$ cat src/sv/assert_macros.svh
// Assertion macros shared by the lexer RTL.
// Depends on a clock named clk and a reset named rst in the including module.
`ifndef ASSERT_MACROS_SVH
`define ASSERT_MACROS_SVH

// Checked outside reset.
`define SFL_ASSERT(label, prop, msg) \
  label: assert property (@(posedge clk) disable iff (rst) prop) else $error(msg);

// Checked at every edge, reset included.
`define SFL_ASSERT_ALWAYS(label, prop, msg) \
  label: assert property (@(posedge clk) prop) else $error(msg);

`endif

$ cat src/sv/sfl_pkg.sv
// Shared types, character codes and classification functions for the STEP file lexer.
// No dependencies.
package sfl_pkg;

  typedef enum logic [3:0] {
    M_IDLE   = 4'd0,
    M_IDENT  = 4'd1,
    M_INT    = 4'd2,
    M_FRAC   = 4'd3,
    M_EXP0   = 4'd4,
    M_EXPSGN = 4'd5,
    M_EXPDIG = 4'd6,
    M_TAIL   = 4'd7,
    M_SIGN   = 4'd8,
    M_ID     = 4'd9,
    M_SQ     = 4'd10,
    M_SQHOLD = 4'd11,
    M_DQ     = 4'd12,
    M_OTHER  = 4'd13
  } mode_t;

  localparam logic [2:0] T_END   = 3'd0;
  localparam logic [2:0] T_TEXT  = 3'd1;
  localparam logic [2:0] T_INT   = 3'd2;
  localparam logic [2:0] T_REAL  = 3'd3;
  localparam logic [2:0] T_ID    = 3'd4;
  localparam logic [2:0] T_PUNCT = 3'd5;

  localparam logic [7:0] CH_NUL   = 8'h00;
  localparam logic [7:0] CH_NL    = 8'h0A;
  localparam logic [7:0] CH_SP    = 8'h20;
  localparam logic [7:0] CH_DQ    = 8'h22;
  localparam logic [7:0] CH_HASH  = 8'h23;
  localparam logic [7:0] CH_SQ    = 8'h27;
  localparam logic [7:0] CH_PLUS  = 8'h2B;
  localparam logic [7:0] CH_MINUS = 8'h2D;
  localparam logic [7:0] CH_DOT   = 8'h2E;
  localparam logic [7:0] CH_UE    = 8'h45;
  localparam logic [7:0] CH_USC   = 8'h5F;
  localparam logic [7:0] CH_LE    = 8'h65;

  localparam int QDEPTH = 4;

  typedef struct packed {
    logic [7:0] data;
    logic       valid;
    logic       tend;
    logic [2:0] ttype;
    logic       last;
  } rec_t;

  typedef struct packed {
    logic  emit;
    rec_t  rec;
    mode_t mode;
    logic  clr_real;
  } start_t;

  typedef struct packed {
    logic [1:0] n;
    rec_t       r0;
    rec_t       r1;
  } step_t;

  function automatic logic is_digit(input logic [7:0] c);
    return (c >= 8'h30) && (c <= 8'h39);
  endfunction

  function automatic logic is_alpha(input logic [7:0] c);
    return ((c >= 8'h41) && (c <= 8'h5A)) || ((c >= 8'h61) && (c <= 8'h7A));
  endfunction

  function automatic logic is_alnum(input logic [7:0] c);
    return is_digit(c) || is_alpha(c);
  endfunction

  function automatic logic is_punct(input logic [7:0] c);
    return ((c >= 8'd33) && (c <= 8'd47)) || ((c >= 8'd58) && (c <= 8'd64)) ||
           ((c >= 8'd91) && (c <= 8'd96)) || ((c >= 8'd123) && (c <= 8'd126));
  endfunction

  function automatic rec_t mk_rec(input logic [7:0] data, input logic valid,
                                  input logic tend, input logic [2:0] ttype);
    rec_t r;
    r.data  = data;
    r.valid = valid;
    r.tend  = tend;
    r.ttype = ttype;
    r.last  = 1'b0;
    return r;
  endfunction

  // Classify a byte that opens a new token.
  function automatic start_t start_fn(input logic [7:0] c);
    start_t s;
    s.emit     = 1'b1;
    s.rec      = mk_rec(c, 1'b1, 1'b0, T_END);
    s.mode     = M_IDLE;
    s.clr_real = 1'b0;
    if ((c == CH_SP) || (c == CH_NL)) begin
      s.emit = 1'b0;
    end else if (c == CH_NUL) begin
      s.rec = mk_rec(CH_NUL, 1'b0, 1'b1, T_END);
    end else if (is_alpha(c) || (c == CH_USC)) begin
      s.mode = M_IDENT;
    end else if (is_digit(c)) begin
      s.mode     = M_INT;
      s.clr_real = 1'b1;
    end else if (c == CH_SQ) begin
      s.mode = M_SQ;
    end else if (c == CH_DQ) begin
      s.mode = M_DQ;
    end else if (c == CH_HASH) begin
      s.mode = M_ID;
    end else if ((c == CH_PLUS) || (c == CH_MINUS)) begin
      s.mode = M_SIGN;
    end else if (is_punct(c)) begin
      s.rec = mk_rec(c, 1'b1, 1'b1, T_PUNCT);
    end else begin
      s.mode = M_OTHER;
    end
    return s;
  endfunction

endpackage

$ cat src/sv/sfl_step.sv
// Next-state and record logic of the lexer for one text byte.
// Depends on sfl_pkg.
module sfl_step (
  input  logic [7:0]     c,
  input  sfl_pkg::mode_t mode,
  input  logic           real_seen,
  output sfl_pkg::mode_t mode_next,
  output logic           real_next,
  output sfl_pkg::step_t stp
);

  sfl_pkg::start_t st;
  sfl_pkg::rec_t   lead;
  logic            lead_en;
  logic            do_start;
  logic [2:0]      num_type;

  assign st       = sfl_pkg::start_fn(c);
  assign num_type = real_seen ? sfl_pkg::T_REAL : sfl_pkg::T_INT;

  always_comb begin
    lead_en   = 1'b0;
    lead      = sfl_pkg::mk_rec(c, 1'b1, 1'b0, sfl_pkg::T_END);
    do_start  = 1'b0;
    mode_next = mode;
    real_next = real_seen;
    case (mode)
      sfl_pkg::M_IDENT: begin
        lead_en = 1'b1;
        if (!(sfl_pkg::is_alnum(c) || (c == sfl_pkg::CH_USC))) begin
          lead     = sfl_pkg::mk_rec(sfl_pkg::CH_NUL, 1'b0, 1'b1, sfl_pkg::T_TEXT);
          do_start = 1'b1;
        end
      end
      sfl_pkg::M_INT, sfl_pkg::M_FRAC: begin
        lead_en = 1'b1;
        if (sfl_pkg::is_digit(c)) begin
        end else if ((c == sfl_pkg::CH_DOT) && (mode == sfl_pkg::M_INT)) begin
          real_next = 1'b1;
          mode_next = sfl_pkg::M_FRAC;
        end else if ((c == sfl_pkg::CH_UE) || (c == sfl_pkg::CH_LE)) begin
          real_next = 1'b1;
          mode_next = sfl_pkg::M_EXP0;
        end else if (sfl_pkg::is_alpha(c)) begin
          mode_next = sfl_pkg::M_TAIL;
        end else begin
          lead     = sfl_pkg::mk_rec(sfl_pkg::CH_NUL, 1'b0, 1'b1, num_type);
          do_start = 1'b1;
        end
      end
      sfl_pkg::M_EXP0, sfl_pkg::M_EXPSGN: begin
        lead_en = 1'b1;
        if (sfl_pkg::is_digit(c)) begin
          mode_next = sfl_pkg::M_EXPDIG;
        end else if (((c == sfl_pkg::CH_PLUS) || (c == sfl_pkg::CH_MINUS)) &&
                     (mode == sfl_pkg::M_EXP0)) begin
          mode_next = sfl_pkg::M_EXPSGN;
        end else if (c == sfl_pkg::CH_NUL) begin
          lead     = sfl_pkg::mk_rec(sfl_pkg::CH_NUL, 1'b0, 1'b1, sfl_pkg::T_TEXT);
          do_start = 1'b1;
        end else begin
          mode_next = sfl_pkg::M_TAIL;
        end
      end
      sfl_pkg::M_EXPDIG: begin
        lead_en = 1'b1;
        if (sfl_pkg::is_digit(c)) begin
        end else if (sfl_pkg::is_alpha(c)) begin
          mode_next = sfl_pkg::M_TAIL;
        end else begin
          lead     = sfl_pkg::mk_rec(sfl_pkg::CH_NUL, 1'b0, 1'b1, num_type);
          do_start = 1'b1;
        end
      end
      sfl_pkg::M_TAIL: begin
        lead_en = 1'b1;
        if (!sfl_pkg::is_alnum(c)) begin
          lead     = sfl_pkg::mk_rec(sfl_pkg::CH_NUL, 1'b0, 1'b1, sfl_pkg::T_TEXT);
          do_start = 1'b1;
        end
      end
      sfl_pkg::M_SIGN: begin
        lead_en = 1'b1;
        if (sfl_pkg::is_digit(c)) begin
          real_next = 1'b0;
          mode_next = sfl_pkg::M_INT;
        end else begin
          lead     = sfl_pkg::mk_rec(sfl_pkg::CH_NUL, 1'b0, 1'b1, sfl_pkg::T_PUNCT);
          do_start = 1'b1;
        end
      end
      sfl_pkg::M_ID: begin
        lead_en = 1'b1;
        if (!sfl_pkg::is_digit(c)) begin
          lead     = sfl_pkg::mk_rec(sfl_pkg::CH_NUL, 1'b0, 1'b1, sfl_pkg::T_ID);
          do_start = 1'b1;
        end
      end
      sfl_pkg::M_SQ: begin
        if (c == sfl_pkg::CH_SQ) begin
          mode_next = sfl_pkg::M_SQHOLD;
        end else if (c == sfl_pkg::CH_NUL) begin
          lead_en  = 1'b1;
          lead     = sfl_pkg::mk_rec(sfl_pkg::CH_NUL, 1'b0, 1'b1, sfl_pkg::T_TEXT);
          do_start = 1'b1;
        end else begin
          lead_en = 1'b1;
        end
      end
      sfl_pkg::M_SQHOLD: begin
        lead_en = 1'b1;
        if (c == sfl_pkg::CH_SQ) begin
          lead      = sfl_pkg::mk_rec(sfl_pkg::CH_SQ, 1'b1, 1'b0, sfl_pkg::T_END);
          mode_next = sfl_pkg::M_SQ;
        end else begin
          lead     = sfl_pkg::mk_rec(sfl_pkg::CH_SQ, 1'b1, 1'b1, sfl_pkg::T_TEXT);
          do_start = 1'b1;
        end
      end
      sfl_pkg::M_DQ: begin
        lead_en = 1'b1;
        if (c == sfl_pkg::CH_DQ) begin
          lead      = sfl_pkg::mk_rec(c, 1'b1, 1'b1, sfl_pkg::T_TEXT);
          mode_next = sfl_pkg::M_IDLE;
        end else if (c == sfl_pkg::CH_NUL) begin
          lead     = sfl_pkg::mk_rec(sfl_pkg::CH_NUL, 1'b0, 1'b1, sfl_pkg::T_TEXT);
          do_start = 1'b1;
        end
      end
      sfl_pkg::M_OTHER: begin
        lead_en = 1'b1;
        if ((c == sfl_pkg::CH_NUL) || (c == sfl_pkg::CH_SP)) begin
          lead     = sfl_pkg::mk_rec(sfl_pkg::CH_NUL, 1'b0, 1'b1, sfl_pkg::T_TEXT);
          do_start = 1'b1;
        end
      end
      default: begin
        do_start = 1'b1;
      end
    endcase

    if (do_start) begin
      mode_next = st.mode;
      if (st.clr_real) begin
        real_next = 1'b0;
      end
    end

    stp.r0 = '0;
    stp.r1 = '0;
    stp.n  = 2'd0;
    if (lead_en && do_start && st.emit) begin
      stp.r0      = lead;
      stp.r1      = st.rec;
      stp.r1.last = 1'b1;
      stp.n       = 2'd2;
    end else if (lead_en) begin
      stp.r0      = lead;
      stp.r0.last = 1'b1;
      stp.n       = 2'd1;
    end else if (do_start && st.emit) begin
      stp.r0      = st.rec;
      stp.r0.last = 1'b1;
      stp.n       = 2'd1;
    end
  end

endmodule

$ cat src/sv/sfl_outq.sv
// Result record queue: takes up to two records a cycle, delivers one while pop_ready is high.
// Depends on sfl_pkg and assert_macros.svh.
`include "assert_macros.svh"

module sfl_outq (
  input  logic           clk,
  input  logic           rst,
  input  logic           push,
  input  sfl_pkg::step_t stp,
  input  logic           pop_ready,
  output logic           room,
  output logic           nonempty,
  output sfl_pkg::rec_t  head
);

  localparam int PW = $clog2(sfl_pkg::QDEPTH);
  localparam int CW = $clog2(sfl_pkg::QDEPTH + 1);

  sfl_pkg::rec_t q [sfl_pkg::QDEPTH];
  logic [PW-1:0] wptr;
  logic [PW-1:0] rptr;
  logic [CW-1:0] count;
  logic [CW-1:0] count_next;
  logic [1:0]    nin;
  logic          pop;

  assign nin        = push ? stp.n : 2'd0;
  assign pop        = pop_ready && nonempty;
  assign nonempty   = (count != '0);
  assign room       = (count <= CW'(sfl_pkg::QDEPTH - 2));
  assign head       = q[rptr];
  assign count_next = count + CW'(nin) - CW'(pop);

  always_ff @(posedge clk) begin
    if (rst) begin
      wptr  <= '0;
      rptr  <= '0;
      count <= '0;
    end else begin
      wptr  <= wptr + PW'(nin);
      rptr  <= rptr + PW'(pop);
      count <= count_next;
    end
  end

  always_ff @(posedge clk) begin
    if (nin != 2'd0) begin
      q[wptr] <= stp.r0;
    end
    if (nin == 2'd2) begin
      q[wptr + PW'(1)] <= stp.r1;
    end
  end

  `SFL_ASSERT(a_no_overflow, count <= CW'(sfl_pkg::QDEPTH), "record queue overflow")
  `SFL_ASSERT(a_count_track, 1'b1 |=> count == $past(count_next), "queue count mismatch")
  `SFL_ASSERT_ALWAYS(a_reset_empty, rst |=> count == '0, "queue not empty after reset")

endmodule

$ cat src/sv/step_file_lexer.sv
// Streaming STEP file lexer: one text byte per request in, token records out.
// Depends on sfl_pkg, sfl_step, sfl_outq and assert_macros.svh.
//
// A text byte is taken in the cycle it is offered whenever the result queue has room for
// two records, and its records appear from the next cycle on. Each byte yields zero, one or
// two records; the four-entry result queue delivers one record per cycle while out_ready is high,
// so the block sustains one byte per cycle while each byte gives at most one record, and a byte
// that closes one token and opens the next puts two records into the queue.
`include "assert_macros.svh"

module step_file_lexer (
  input  logic       clk,
  input  logic       rst,
  input  logic       in_valid,
  output logic       in_ready,
  input  logic [7:0] text_byte,
  output logic       out_valid,
  input  logic       out_ready,
  output logic [7:0] token_byte,
  output logic       byte_valid,
  output logic       token_end,
  output logic [2:0] token_type,
  output logic       last
);

  sfl_pkg::mode_t mode;
  sfl_pkg::mode_t mode_next;
  logic           real_seen;
  logic           real_next;
  sfl_pkg::step_t stp;
  sfl_pkg::rec_t  head;
  logic           accept;
  logic           nul_in;

  assign accept = in_valid && in_ready;
  assign nul_in = accept && (text_byte == sfl_pkg::CH_NUL);

  sfl_step u_step (
    .c         (text_byte),
    .mode      (mode),
    .real_seen (real_seen),
    .mode_next (mode_next),
    .real_next (real_next),
    .stp       (stp)
  );

  sfl_outq u_outq (
    .clk       (clk),
    .rst       (rst),
    .push      (accept),
    .stp       (stp),
    .pop_ready (out_ready),
    .room      (in_ready),
    .nonempty  (out_valid),
    .head      (head)
  );

  always_ff @(posedge clk) begin
    if (rst) begin
      mode      <= sfl_pkg::M_IDLE;
      real_seen <= 1'b0;
    end else if (accept) begin
      mode      <= mode_next;
      real_seen <= real_next;
    end
  end

  assign token_byte = head.data;
  assign byte_valid = head.valid;
  assign token_end  = head.tend;
  assign token_type = head.ttype;
  assign last       = head.last;

  `SFL_ASSERT(a_nul_idle, nul_in |=> mode == sfl_pkg::M_IDLE, "mode not idle after end of text")
  `SFL_ASSERT(a_nul_records, nul_in |-> stp.n != 2'd0, "end of text gave no record")

endmodule
$ cat config.mk
export PLATFORM = sky130hd
export DESIGN_NAME = step_file_lexer
export DESIGN_NICKNAME = d
export VERILOG_FILES = /design/src/sv/sfl_pkg.sv /design/src/sv/sfl_step.sv /design/src/sv/sfl_outq.sv /design/src/sv/step_file_lexer.sv
export VERILOG_INCLUDE_DIRS = /design/src /design/src/sv
export SDC_FILE = /design/constraint.sdc
export NUM_CORES = 1
export LEC_CHECK = 0
export BUFFER_PORTS_ARGS = -buffer_cell sky130_fd_sc_hd__buf_2
export CORE_UTILIZATION = 69
export CTS_BUF_LIST = sky130_fd_sc_hd__clkbuf_4
export DETAILED_ROUTE_END_ITERATION = 8
export GPL_ROUTABILITY_DRIVEN = 0
export PLACE_DENSITY_LB_ADDON = 0.1
export SLEW_MARGIN = 20
export SYNTH_ARGS = -nofsm -noshare
export SYNTH_HDL_FRONTEND = slang
export SYNTH_SLANG_ARGS = --single-unit
$ cat constraint.sdc
create_clock -name clk -period 8.05 [get_ports clk]
set_input_delay 0.805 -clock clk [delete_from_list [all_inputs] [get_ports clk]]
set_output_delay 0.805 -clock clk [all_outputs]
set_load 0.05 [all_outputs]
; ---- Word-level counts from Yosys, hierarchy flattened
; Memories as Yosys holds them, arrays and structs flattened. A register that Yosys moved wholly into a read port is not among the register bits.
; Cells that the tools add are included.
[totals]
out_inout_bits = 16
wordCells = 178
register_bits = 12
ram_bits = 56
mem_count = 1
in_bits = 12
[memory_table]
columns = memory, depth, word_bits, read_ports, rd_ports_with_merged_regs, wr, line_no
row1 = u_outq.q, 4, 14, 1, 1, 2, sfl_outq.sv:19  ; sfl_pkg::rec_t q [sfl_pkg::QDEPTH];
[op_classes]
n_addsub = 5
order_cmp = 15
reduce_logical = 34
eq_ne = 32
mux = 86
[ops]
columns = cell, count
row1 = 2-to-1 mux 14 bit, 17
row2 = case mux 14 bit (11 select lines), 1
row3 = 2-to-1 mux 4 bit, 20
row4 = "equality test 8 x 6 -> 1 bit, second input constant", 7
row5 = 2-to-1 mux 5 bit, 9
row6 = "less-or-equal comparator 8 x 7 -> 1 bit, second input constant", 5
row7 = "greater-or-equal comparator 8 x 7 -> 1 bit, second input constant", 4
row8 = 2-to-1 mux 16 bit, 2
row9 = 2-to-1 mux 1 bit, 29
row10 = case mux 4 bit (7 select lines), 1
row11 = "equality test 4 bit, second input constant", 6
row12 = "equality test 8 x 7 -> 1 bit, second input constant", 3
row13 = "greater-or-equal comparator 8 x 6 -> 1 bit, second input constant", 3
row14 = 2-to-1 mux 19 bit, 1
row15 = "equality test 4 x 3 -> 1 bit, second input constant", 4
row16 = "less-or-equal comparator 8 x 6 -> 1 bit, second input constant", 2
row17 = 2-to-1 mux 15 bit, 1
row18 = logical AND 1 bit, 14
row19 = "inequality test 3 x 1 -> 1 bit, second input constant", 4
row20 = OR reduction 12 bit, 1
row21 = logical OR 1 bit, 11
row22 = case mux 1 bit (10 select lines), 1
row23 = AND reduction 9 bit, 1
row24 = "equality test 4 x 2 -> 1 bit, second input constant", 2
row25 = 18 further kinds, 23

; ---- Logic depth before layout (Yosys ltp)
; Gate-level depths: netlist of run 1.
[logic_depth]
depth_word = 21
depth_mapped = 16
depth_no_buf = 13

; ---- Hierarchy
; From an unflattened synthesis of run 1, not the netlist that was laid out.
[unflattened]
cells_unflattened = 446
area_unflattened_um2 = 4946.0
[by_module_without_submodules]
columns = module, area_per_inst_um2, instances, seq_area_each_um2, cells_per_inst
row1 = sfl_outq, 3215.6, 1, 1821.7, 187
row2 = sfl_step, 1503.9, 1, 0.0, 236
row3 = step_file_lexer, 226.5, 1, 100.1, 23

; ---- Least setup slack after synthesis of run 1
; OpenSTA, ideal clock, no wires.
[synth_timing]
kind = input -> register
startpoint = input port text_byte[0]
endpoint = register u_outq.count[2]
n_path_buf = 3
arrival_ps = 3864
t_required_ps = 7921
setup_ps = 129
cell_stages = 14
setup_slack_ps = 4058
path_cell_list = buf_2 or4_1 buf_2 a22o_1 a32oi_4 o21ai_4 a21oi_4 buf_2 nand3_1 ha_1 fa_1 xnor2_1 xnor2_1 nor2_1
[synth_via]
elab_chain_cells = 15
elab_cells_between_ends = 56
cone_classes = add/sub: 2 / order compare: 6 / eq/ne: 10 / mux: 22 / reduce/logical: 16
[synth_rtl]
columns = item, line_no
row1 = from (decl), step_file_lexer.sv:16  ; input logic [7:0] text_byte,
row2 = greater-or-equal comparator 8 x 7 -> 1 bit or less-or-equal comparator 8 x 7 -> 1 bit (tied branches), sfl_pkg.sv:70  ; return ((c >= 8'h41) && (c <= 8'h5A)) || ((c >= 8'h61) && (c <= 8'h7A));
row3 = logical AND 1 bit, sfl_pkg.sv:70
row4 = logical OR 1 bit, sfl_pkg.sv:70
row5 = 2-to-1 mux 1 bit, "sfl_step.sv:44, sfl_step.sv:68"
row6 = 2-to-1 mux 1 bit, sfl_step.sv:41  ; end else if ((c == sfl_pkg::CH_UE) || (c == sfl_pkg::CH_LE)) begin
row7 = 2-to-1 mux 1 bit, sfl_step.sv:38  ; end else if ((c == sfl_pkg::CH_DOT) && (mode == sfl_pkg::M_INT)) begin
row8 = 2-to-1 mux 1 bit, sfl_step.sv:37  ; if (sfl_pkg::is_digit(c)) begin
row9 = case mux 1 bit (10 select lines), sfl_step.sv:27  ; case (mode)
row10 = logical AND 1 bit, sfl_step.sv:161  ; end else if (do_start && st.emit) begin
row11 = 2-to-1 mux 15 bit, sfl_step.sv:161
row12 = 2-to-1 mux 16 bit, sfl_step.sv:157  ; end else if (lead_en) begin
row13 = 2-to-1 mux 16 bit (*), sfl_step.sv:152  ; if (lead_en && do_start && st.emit) begin
row14 = 2-to-1 mux 2 bit (*), sfl_outq.sv:27  ; assign nin = push ? stp.n : 2'd0;
row15 = adder 3 x 2 -> 3 bit (*), sfl_outq.sv:32  ; assign count_next = count + CW'(nin) - CW'(pop);
row16 = subtractor 3 x 1 -> 3 bit (*), sfl_outq.sv:32
row17 = to (signal assigned), sfl_outq.sv:42  ; count <= count_next;
row18 = to (decl), sfl_outq.sv:22  ; logic [CW-1:0] count;
; Every way passes the cells marked *; elsewhere a longest branch is shown, timed or not.
; A chain may end at the register's enable or synchronous reset.

; ---- Worst setup path in the final report of run 1
[layout_timing]
startpoint = register mode[3]
endpoint = register u_outq.count[2]
[layout_via]
elab_chain_cells = 12
elab_cells_between_ends = 34
cone_classes = add/sub: 2 / eq/ne: 13 / mux: 10 / reduce/logical: 9
[layout_rtl]
columns = item, line_no
row1 = from (decl), step_file_lexer.sv:26  ; sfl_pkg::mode_t mode;
row2 = from (signal assigned), step_file_lexer.sv:60  ; mode <= sfl_pkg::M_IDLE;
row3 = from (signal assigned), step_file_lexer.sv:63  ; mode <= mode_next;
row4 = equality test 4 x 3 -> 1 bit or equality test 4 x 2 -> 1 bit (tied branches), "sfl_step.sv:27, sfl_step.sv:56, sfl_step.sv:38"
row5 = "logical AND 1 bit, on equally long branches", "sfl_step.sv:55, sfl_step.sv:38"
row6 = "2-to-1 mux 1 bit, on equally long branches", "sfl_step.sv:55, sfl_step.sv:38"
row7 = "2-to-1 mux 1 bit, on equally long branches", "sfl_step.sv:53, sfl_step.sv:37"
row8 = case mux 1 bit (10 select lines), sfl_step.sv:27
row9 = logical AND 1 bit, sfl_step.sv:161
row10 = 2-to-1 mux 15 bit, sfl_step.sv:161
row11 = 2-to-1 mux 16 bit, sfl_step.sv:157
row12 = 2-to-1 mux 16 bit (*), sfl_step.sv:152
row13 = 2-to-1 mux 2 bit (*), sfl_outq.sv:27
row14 = adder 3 x 2 -> 3 bit (*), sfl_outq.sv:32
row15 = subtractor 3 x 1 -> 3 bit (*), sfl_outq.sv:32
; Marks and branches as above.

==> qor.txt, run 1 <==
Worst reg2reg path depth -> 13
Tcrit/Tclk final -> 55.0%
Total Wirelength -> 13.2 mm
Post-synthesis sequential area ratio -> 38.4%
WS Path Type -> reg -> reg
Post-DP Area -> 5020 sq um
Measured slew at the worst slew-check pin -> 1.07 ns
Final Total Pwr -> 2.12 mW
Ant diodes -> 0
Crit path time final -> 4.43 ns
R2r setup slk -> 3.62 ns
# nets final -> 535
Worst hold path type -> reg -> reg
Core Box Area -> 6830 sq um
Starting DRT DRC Count -> 829
Layout cell share with drive strength beyond 1 -> 15.9%
Htree depth -> 3
Avg Cell Area, Syn -> 9.45 sq um
Cell row count -> 30
Commonest non-fill, non-tap cell in the layout -> edfxtp_1
Post-synthesis xor/xnor area fraction -> 1.43%
Clk sink count -> 68
Post-synth EDFFs -> 52
Status -> completed
Critical Path Sink Type -> flip-flop
Clock skew -> 0.0292 ns
Fin. Hold Viols -> 0
Post-CTS Resized -> 0
Worst-skew pair later-pin latency -> 0.44 ns
Syn nets -> 537
Yosys top cell by area -> edfxtp_1
VDD IR-drop max -> 0.000231 V
RSZ-0062 raised after global routing -> false
Setup Buffers After CTS -> 0
Via count -> 4534
Post-layout util -> 75.9%
Critical Path AT -> 4.74 ns
CP startpoint -> mode[3]$_SDFFE_PP0P_
Root buf cell -> clkbuf_4
Initial antenna violation count -> 0
Slew headroom -> 27.9%
Area contributors post-synth -> edfxtp_1 32%, dfxtp_1 6.5%, mux4_2 6.4%
Fin Setup TNS -> 0 ns
F_max -> 226 MHz
WP data required -> 8.37 ns
Largest net degree at the start of global routing -> 31
HPWL Detailed -> 9.52 mm
Pleak -> 1.75 nW
Post-DRT Antenna Nets -> 0
Pre-antenna DRT Iters -> 6
Global-route wire length before repair -> 21.1 mm
Most frequent cells in the layout -> 52 x edfxtp_1, 48 x nand2_1, 35 x nor2_1
Simple logic cell fraction of the synthesized area -> 19.0%
CTS hold repair buffers -> 0
Critical hold path startpoint -> u_outq.q[3][2]$_SDFFE_PP0N_
Number of max-cap violations -> 0
TritonCTS Buffers -> 9
Gr ovfl total -> 0
Die footprint -> 7450 sq um
Compound-cell area share of the yosys netlist -> 28.3%
Chip width -> 86.3 microns
Initial Util -> 71.8%
Synthesized area -> 4910 sq um
CP max FO -> 30
Final Non-Filler Cells -> 618
Design Area, Final -> 5190 sq um
Chip height -> 86.3 microns
Placed cells -> 602
Mux share of post-synthesis cell area -> 6.63%
P&R area growth vs syn -> 5.71%
CTS tree -> done
Startpoint of the worst register-to-register path -> mode[3]$_SDFFE_PP0P_
# port buffers -> 27
Fin. max-slew vios -> 0
Vias per cell -> 7.34
Worst setup endpoint -> u_outq.count[2]$_SDFF_PP0_
CP startpoint kind -> flip-flop
CTS max path bufs -> 2
Largest family of logic cells by synthesized area -> compound AO/OA/AOI/OAI gates
PD cells -> 409 nW/um^2
Final Setup Violations -> 0
Yosys reg bits -> 68
Post-synth top area share -> 31.8%
Distinct cells, synth -> 76
Post-Synthesis Cells -> 519
# DRC -> 0
Total track usage -> 36.8%
Adder-cell share of the synthesized area -> 1.68%
Post-synth ARST share -> 0%
Clock transition at path regs -> 0.11 ns
Ys Warns -> 0
Ports -> 28
Post-synth top flop -> edfxtp_1
R2r endpoint -> u_outq.count[2]$_SDFF_PP0_
Number of global-route vias before repair -> 4138
Drt wl/cell -> 21.4 microns
[worst max-delay path, stage by stage, from the launching register on]
cell and delay [ns]:
dfxtp_1 0.94, or3b_2 0.52, a21oi_1 0.56, a311o_1 0.32
nor3_4 0.11, a21oi_4 0.53, xnor2_1 0.18, nor2_1 0.17
ha_1 0.16, inv_1 0.04, fa_1 0.38, xnor2_1 0.18
xnor2_1 0.14, nor2_1 0.06
[power breakdown]
part / total [mW] / switching (mW) / internal (mW)
Combinational: 1.26 / 0.861 / 0.395
Clock: 0.260 / 0.133 / 0.127
Sequential: 0.604 / 0.0876 / 0.516
[synthesized netlist by cell type (all sizes together) (4+ instances only)]
cell / count
nor2b: 12
inv: 11
and3: 7
a22oi: 5
and2: 7
o22ai: 20
nand3: 15
o31ai: 8
a211oi: 12
xnor2: 6
mux4: 14
a21boi: 7
ha: 5
a32o: 4
edfxtp: 52
a21oi: 26
nand2: 48
clkbuf: 32
o211ai: 6
nor2: 35
o21ai: 39
nand4: 7
o21a: 4
a31oi: 8
a22o: 9
nor3: 11
o2bb2ai: 13
nand2b: 11
dfxtp: 16
or3: 7
buf: 11
[metrics by stage]
stage          hold slack, ns  setup WS [ns]
3_3_place_gp            0.445           3.67
5_1_grt                 0.505           3.43
2_1_floorplan           0.428           4.06
6_report                0.486           3.62
4_1_cts                 0.482           3.72
3_5_place_dp            0.465           3.47
[how the worst min path moves through the flow]
| stage | end | slack, ns | depth (start not counted) |
|---|---|---|---|
| after floorplan | u_outq.q[3][2]$_SDFFE_PP0N_ | 0.43 | 2 |
| after global placement | u_outq.q[3][2]$_SDFFE_PP0N_ | 0.45 | 2 |
| after detailed placement | u_outq.q[3][2]$_SDFFE_PP0N_ | 0.47 | 2 |
| after CTS | u_outq.q[3][2]$_SDFFE_PP0N_ | 0.48 | 2 |
| after global routing | u_outq.q[3][2]$_SDFFE_PP0N_ | 0.50 | 2 |
| final | u_outq.q[3][2]$_SDFFE_PP0N_ | 0.49 | 2 |
[cell type report]
type / count / area [sq um]
multi-input cells: 396 / 2820
flip-flops and latches: 68 / 1880
fillers: 529 / 1650
repair buffers: 30 / 158
well taps: 96 / 120
clock inverters: 7 / 98.8
clock buffers: 9 / 67.6
inverters: 12 / 45.0
[layer usage]
metal  up-vias  wire, microns  global-route usage, %
met5         -              0                      0
met4         0            677                   17.9
met3        78           1370                   7.43
met2       339           6080                   58.7
met1      2090           5080                   48.2
li1       2027              -                      -
[sequential cells by signal, indices dropped and copies added (netlist names)]
name and count:
u_outq.rptr 2, real_seen 1, u_outq.count 3, u_outq.q 56, u_outq.wptr 2, mode 4
[kinds of logic after synthesis]
logic type / count (synthesis)
multiplexers: 15
flip-flops: 68
adder cells (fa/ha/maj): 6
AO/OA/AOI/OAI: 192
XOR/XNOR: 8
buffers and inverters: 55
AND/OR/NAND/NOR: 175
Note: power is estimated with default switching activity, not from simulation.
==> inputs of run 2 (changes only) <==
- ABC_AREA: default -> 1
- CORE_UTILIZATION: 69 -> 64
- clock period: 8.05 -> 4.2 ns (I/O delays scaled with it)
==> run 2 against run 1 <==
  * Combinational power up 92%
  * Sequential power up 72%
  * Maximum frequency up 34%
  * Global-route usage down 1.6 points
  * Final cell count up 36%
  * Area after synthesis up 3.4%
  * Register-to-register slack worse by 2.7 ns
  * Count of clock-buffer cells in the layout unchanged
  * Critical path depth up 5
  * Critical endpoint unchanged
==> qor.txt, run 2 <==
Core Box Area -> 7690 sq um
Die footprint -> 8290 sq um
Top-count cell post-synth -> nand2_1
Starting DRT DRC Count -> 528
Via count -> 5105
Top delay family on crit path -> simple AND/OR/NAND/NOR gates
Sequential power share -> 26.2%
Critical Path AT -> 3.63 ns
Number of global-route vias before repair -> 4808
Yosys top cell by area -> edfxtp_1
Largest Register -> u_outq.q
Ports -> 28
# nets final -> 754
Crit-path max cell delay -> 0.49 ns
Largest net degree at the start of global routing -> 31
Top Registers -> u_outq.q: 56 flops, mode: 4 flops, u_outq.count: 3 flops
Syn nets -> 740
Clk sink count -> 68
Clock transition at path regs -> 0.14 ns
Status -> completed
Fin. max-slew vios -> 0
Fin. Hold Viols -> 0
Fin Setup TNS -> 0 ns
Clk pwr share -> 12.9%
Layout cell share with drive strength beyond 1 -> 14.6%
Post-synth top area share -> 30.8%
Gr ovfl total -> 0
Chip width -> 91.0 microns
Post-Synthesis Cells -> 722
Register area -> 1880 sq um
CP cell instances -> inv_2 -> nand2_1 -> nor2_1 -> nand3_1 -> nand2_2 -> nor3_4 -> nor2_2 -> nand3_4 -> nand2_4 -> nand2_8 -> nand2_1 -> nor2_1 -> ha_1 -> inv_1 -> fa_1 -> xor2_1 -> inv_1 -> nor2_1
Htree depth -> 3
Ys Warns -> 0
Drt wl/cell -> 16.6 microns
Measured slew at the worst slew-check pin -> 0.932 ns
Final Setup Violations -> 0
Most frequent cells in the layout -> 215 x nand2_1, 97 x nor2_1, 59 x inv_1
Sw Ratio -> 54.9%
Ant diodes -> 0
Slowest stage cell on the critical path -> dfxtp_1
Critical Path Sink Type -> flip-flop
CP max FO -> 14
CTS max path bufs -> 2
Global-route wire length before repair -> 22.8 mm
Pre-antenna DRT Iters -> 8
Post-CTS Resized -> 0
Crit-path most repeated cell -> nor2_1
Avg Cell Area, Syn -> 7.03 sq um
P&R area growth vs syn -> 6.02%
Final Non-Filler Cells -> 843
Total Wirelength -> 14.0 mm
Crit path time final -> 3.31 ns
Post-synth EDFFs -> 52
CP startpoint kind -> flip-flop
Pleak -> 2.45 nW
Chip height -> 91.0 microns
Design Area, Final -> 5380 sq um
Placed cells -> 827
Number of max-cap violations -> 0
Total track usage -> 35.2%
HPWL Detailed -> 10.3 mm
Post-synth ARST share -> 0%
Area contributors post-synth -> edfxtp_1 31%, nand2_1 16%, nor2_1 7.2%
Post-synthesis sequential area ratio -> 37.1%
RSZ-0062 raised after global routing -> false
PD cells -> 739 nW/um^2
Distinct cells, synth -> 44
Slew headroom -> 37.6%
Post-synth top flop -> edfxtp_1
Post-layout util -> 70.0%
CP bufs+invs -> 3
Cell row count -> 32
Initial antenna violation count -> 0
Initial Util -> 66.0%
Synthesized area -> 5070 sq um
Worst hold path type -> in -> reg
Combinational share of power -> 60.9%
F_max -> 302 MHz
Post-DP Area -> 5210 sq um
Pint -> 1.80 mW
Max reg flops -> 56
WS Path Type -> reg -> reg
# DRC -> 0
Clock skew -> 0.0234 ns
Post-DRT Antenna Nets -> 0
Sw power -> 2.18 mW
Commonest cells post-synth -> 215 x nand2_1, 97 x nor2_1, 59 x inv_1
Yosys reg bits -> 68
Layout filler cell count -> 687
Worst-skew pair later-pin latency -> 0.43 ns
Root buf cell -> clkbuf_4
Setup Buffers After CTS -> 0
VDD IR-drop max -> 0.000452 V
R2r setup slk -> 0.89 ns
TritonCTS Buffers -> 9
Multi-input logic area -> 2740 sq um
# port buffers -> 27
WP data required -> 4.52 ns
CTS hold repair buffers -> 0
Commonest non-fill, non-tap cell in the layout -> nand2_1
CTS tree -> done
Tcrit/Tclk final -> 78.9%
Vias per cell -> 6.06
-- run 2: cell count changes after synthesis, sizes merged, moves of 9 or more --
cell,delta
inv,+65
mux4,-14
nand3,+36
nor2b,-12
nand4,+13
o21ai,+23
nand2b,-11
nand2,+179
nor2,+80
clkbuf,-22
o2bb2ai,-13
a22o,-9
a211oi,-12
-- run 2: worst register-to-register path, stage by stage (launching register included) --
cell and delay, ns:
dfxtp_1 0.49, inv_2 0.13, nand2_1 0.16, nor2_1 0.08, nand3_1 0.25, nand2_2 0.16
nor3_4 0.26, nor2_2 0.09, nand3_4 0.19, nand2_4 0.10, nand2_8 0.12, nand2_1 0.16
nor2_1 0.19, ha_1 0.17, inv_1 0.04, fa_1 0.37, xor2_1 0.17, inv_1 0.06
nor2_1 0.03
-- run 2: kinds of logic after synthesis --
logic type / Yosys count / share of synthesized area (%)
flip-flops: 68 / 37.1
adder cells (fa/ha/maj): 6 / 1.63
XOR/XNOR: 3 / 0.518
AND/OR/NAND/NOR: 430 / 40.1
AO/OA/AOI/OAI: 110 / 11.8
buffers and inverters: 105 / 8.88
-- run 2: per-stage QoR --
step / total power [mW] / worst slack [ns] / hold slack, ns
3_5_place_dp: 3.43 / 0.812 / 0.458
2_1_floorplan: 2.91 / 1.29 / 0.440
4_1_cts: 3.93 / 0.934 / 0.233
3_3_place_gp: 3.38 / 0.874 / 0.459
5_1_grt: 4.23 / 0.621 / 0.236
6_report: 3.98 / 0.887 / 0.233
-- run 2: final cells by class --
class	instances	area share, %
Clock buffer	9	1.26
Tap cell	102	2.37
Inverter	78	5.65
Clock inverter	7	1.84
Multi-Input combinational cell	549	51.0
Timing Repair Buffer	30	2.93
Sequential cell	68	35.0
-- run 2: path summary, 6_finish.rpt --
kind	startpoint	to	cells past startpoint
setup reg to reg	mode[0]$_SDFFE_PP0P_	u_outq.count[2]$_SDFF_PP0_	18
setup / recovery	mode[0]$_SDFFE_PP0P_	u_outq.count[2]$_SDFF_PP0_	18
hold / removal	rst	u_outq.count[1]$_SDFF_PP0_	2
hold reg to reg	u_outq.q[1][2]$_SDFFE_PP0P_	u_outq.q[1][2]$_SDFFE_PP0P_	2
-- run 2: power groups by stage --
stage	Combinational, mW	Sequential, mW	Clock, mW
detailed placement	2.38	1.05	0
global route	2.64	1.06	0.535
global placement	2.33	1.05	0
floorplan	1.89	1.01	0
CTS	2.38	1.04	0.505
finish	2.42	1.04	0.511
-- run 2: metal layers --
metal  track usage [%]  wire length [microns]  vias to the layer above
met5                 0                      0                        -
met4              19.6                    574                        0
met3              5.70                   1300                       68
met2              58.8                   6670                      298
met1              43.4                   5470                     2313
li1                  -                      -                     2426
==> inputs of run 3 (changes only) <==
- ABC_AREA: 1 -> 0
- CORE_UTILIZATION: 64 -> 58
- clock period: 4.2 -> 2.85 ns (I/O delays scaled with it)
==> run 3 against run 2 <==
  * The flow now finishes with violations (design-rule violations)
  * Final cell count is 11% lower
  * Combinational power is 98% higher
  * Utilization is 8.0 points higher
  * First-iteration DRC count is 38% higher
  * Non-clock buffer count is 120 higher
  * Critical endpoint is now u_outq.wptr[1]$_SDFF_PP0_
==> qor.txt, run 3 (synthesis gave the netlist of run 1 again) <==
Design Area, Final -> 6410 sq um
Critical Path Sink Type -> flip-flop
# nets final -> 655
Failing checks -> design-rule violations
Post-layout util -> 78.0%
Total Wirelength -> 15.6 mm
# DRC -> 2
Clk sink count -> 68
Fin. max-slew vios -> 0
Post-DP Area -> 5970 sq um
Vias per cell -> 6.85
M1 GR Usage -> 43.5%
Clock transition at path regs -> 0.11 ns
Largest Register -> u_outq.q
VDD IR-drop max -> 0.000692 V
CTS hold repair buffers -> 0
F_max -> 356 MHz
Ports -> 28
Pleak -> 2.43 nW
Die footprint -> 8830 sq um
Ant diodes -> 0
Slew headroom -> 52.8%
RSZ-0062 raised after global routing -> true
Initial Util -> 59.7%
Clock skew -> 0.0120 ns
CTS max path bufs -> 2
GRT Max-Usage Layer -> met2
Htree depth -> 3
Critical Path AT -> 3.12 ns
WP data required -> 3.16 ns
WS Path Type -> reg -> reg
Worst-skew pair later-pin latency -> 0.43 ns
Cell row count -> 33
P&R area growth vs syn -> 30.6%
CP startpoint kind -> flip-flop
Via count -> 5118
Top Registers -> u_outq.q: 56 flops, mode: 4 flops, u_outq.count: 3 flops
Drt wl/cell -> 20.9 microns
PD cells -> 1150 nW/um^2
Pre-antenna DRT Iters -> 8
Final Setup Violations -> 0
Most frequent cells in the layout -> 110 x buf_4, 52 x edfxtp_1, 48 x nand2_1
Chip height -> 94.0 microns
Root buf cell -> clkbuf_4
Layout cell share with drive strength beyond 1 -> 35.4%
Max reg flops -> 56
Gr ovfl total -> 0
CTS tree -> done
Met2 Usage GRT -> 59.2%
Worst hold path type -> in -> reg
Number of max-cap violations -> 0
Global-route wire length before repair -> 23.9 mm
Global-route met3 utilization -> 7.44%
Fin. Hold Viols -> 0
Largest net degree at the start of global routing -> 31
Total track usage -> 35.7%
Register area -> 1900 sq um
CP max FO -> 6
HPWL Detailed -> 11.3 mm
Chip width -> 94.0 microns
Core Box Area -> 8220 sq um
Commonest non-fill, non-tap cell in the layout -> buf_4
# port buffers -> 27
Tcrit/Tclk final -> 98.5%
Status -> finished with violations
Post-DRT Antenna Nets -> 0
Measured slew at the worst slew-check pin -> 0.707 ns
Layout filler cell count -> 522
Multi-input logic area -> 2940 sq um
Number of global-route vias before repair -> 4726
Crit path time final -> 2.81 ns
Initial antenna violation count -> 0
Starting DRT DRC Count -> 730
TritonCTS Buffers -> 9
## run 3: cell count changes in the layout (fill, tap and decap cells not counted), sizes merged, moves of 11 or more
cell	before	now
nor2	115	35
nand3	51	15
a211oi	0	12
nand4	20	7
mux4	0	14
nand2	227	48
nand2b	0	11
o2bb2ai	0	13
nor2b	0	12
inv	78	11
o21ai	62	39
buf	30	149
## run 3: what timing repair did
action / in CTS / in global routing
endpoints found under the setup margin: 2 / 3
buffers inserted: 3 / 3
gates cloned: 0 / 1
resized for setup: 10 / 24
pin swaps: 5 / 15
## run 3: routing by layer
metal,wire [microns],up-vias
met3,1510,85
met2,7500,355
met5,0,-
met1,5860,2399
met4,763,0
li1,-,2279
## run 3: worst paths after layout
kind | slack, ns | endpoint | start | depth (start not counted)
max reg2reg | 0.04 | u_outq.wptr[1]$_SDFF_PP0_ | mode[1]$_SDFFE_PP0P_ | 14
max | 0.04 | u_outq.wptr[1]$_SDFF_PP0_ | mode[1]$_SDFFE_PP0P_ | 14
min | 0.20 | mode[0]$_SDFFE_PP0P_ | rst | 2
min reg2reg | 0.47 | u_outq.q[3][2]$_SDFFE_PP0N_ | u_outq.q[3][2]$_SDFFE_PP0N_ | 2
## run 3: layout make-up
type	count	share of cell area, %
Clock buffer	9	1.05
Clock inverter	7	2.54
Inverter	12	0.703
Multi-Input combinational cell	396	45.9
Sequential cell	68	29.6
Tap cell	105	2.05
Timing Repair Buffer	150	18.2
## run 3: critical path, cell delays in order, from the launching register on
cell and delay (ns):
dfxtp_4 0.41, buf_6 0.14, buf_6 0.10, nor2_1 0.05, a311o_1 0.38, nor3_4 0.26, a21oi_4 0.11, xnor2_2 0.24
nor2_2 0.08, buf_4 0.14, buf_4 0.12, ha_1 0.18, xor2_1 0.21, nand4_1 0.12, nor3b_1 0.16
## run 3: power by group
part	internal (mW)	leakage, nW	switching (mW)
combinational	1.91	1.68	2.89
sequential	1.47	0.634	0.160
clock	0.619	0.118	0.361
## run 3: per-stage QoR
| step | TNS [ns] | hold WS [ns] | power, mW | std cells | setup WS [ns] |
|---|---|---|---|---|---|
| after global routing | -0.144 | 0.199 | 7.74 | 747 | -0.0834 |
| after floorplan | -0.766 | 0.357 | 4.54 | 519 | -0.423 |
| final | 0 | 0.196 | 7.40 | 747 | 0.0414 |
| after detailed placement | -0.561 | 0.453 | 6.00 | 724 | -0.330 |
| after CTS | 0 | 0.182 | 7.07 | 743 | 0.00746 |
| after global placement | -0.275 | 0.450 | 5.90 | 724 | -0.215 |
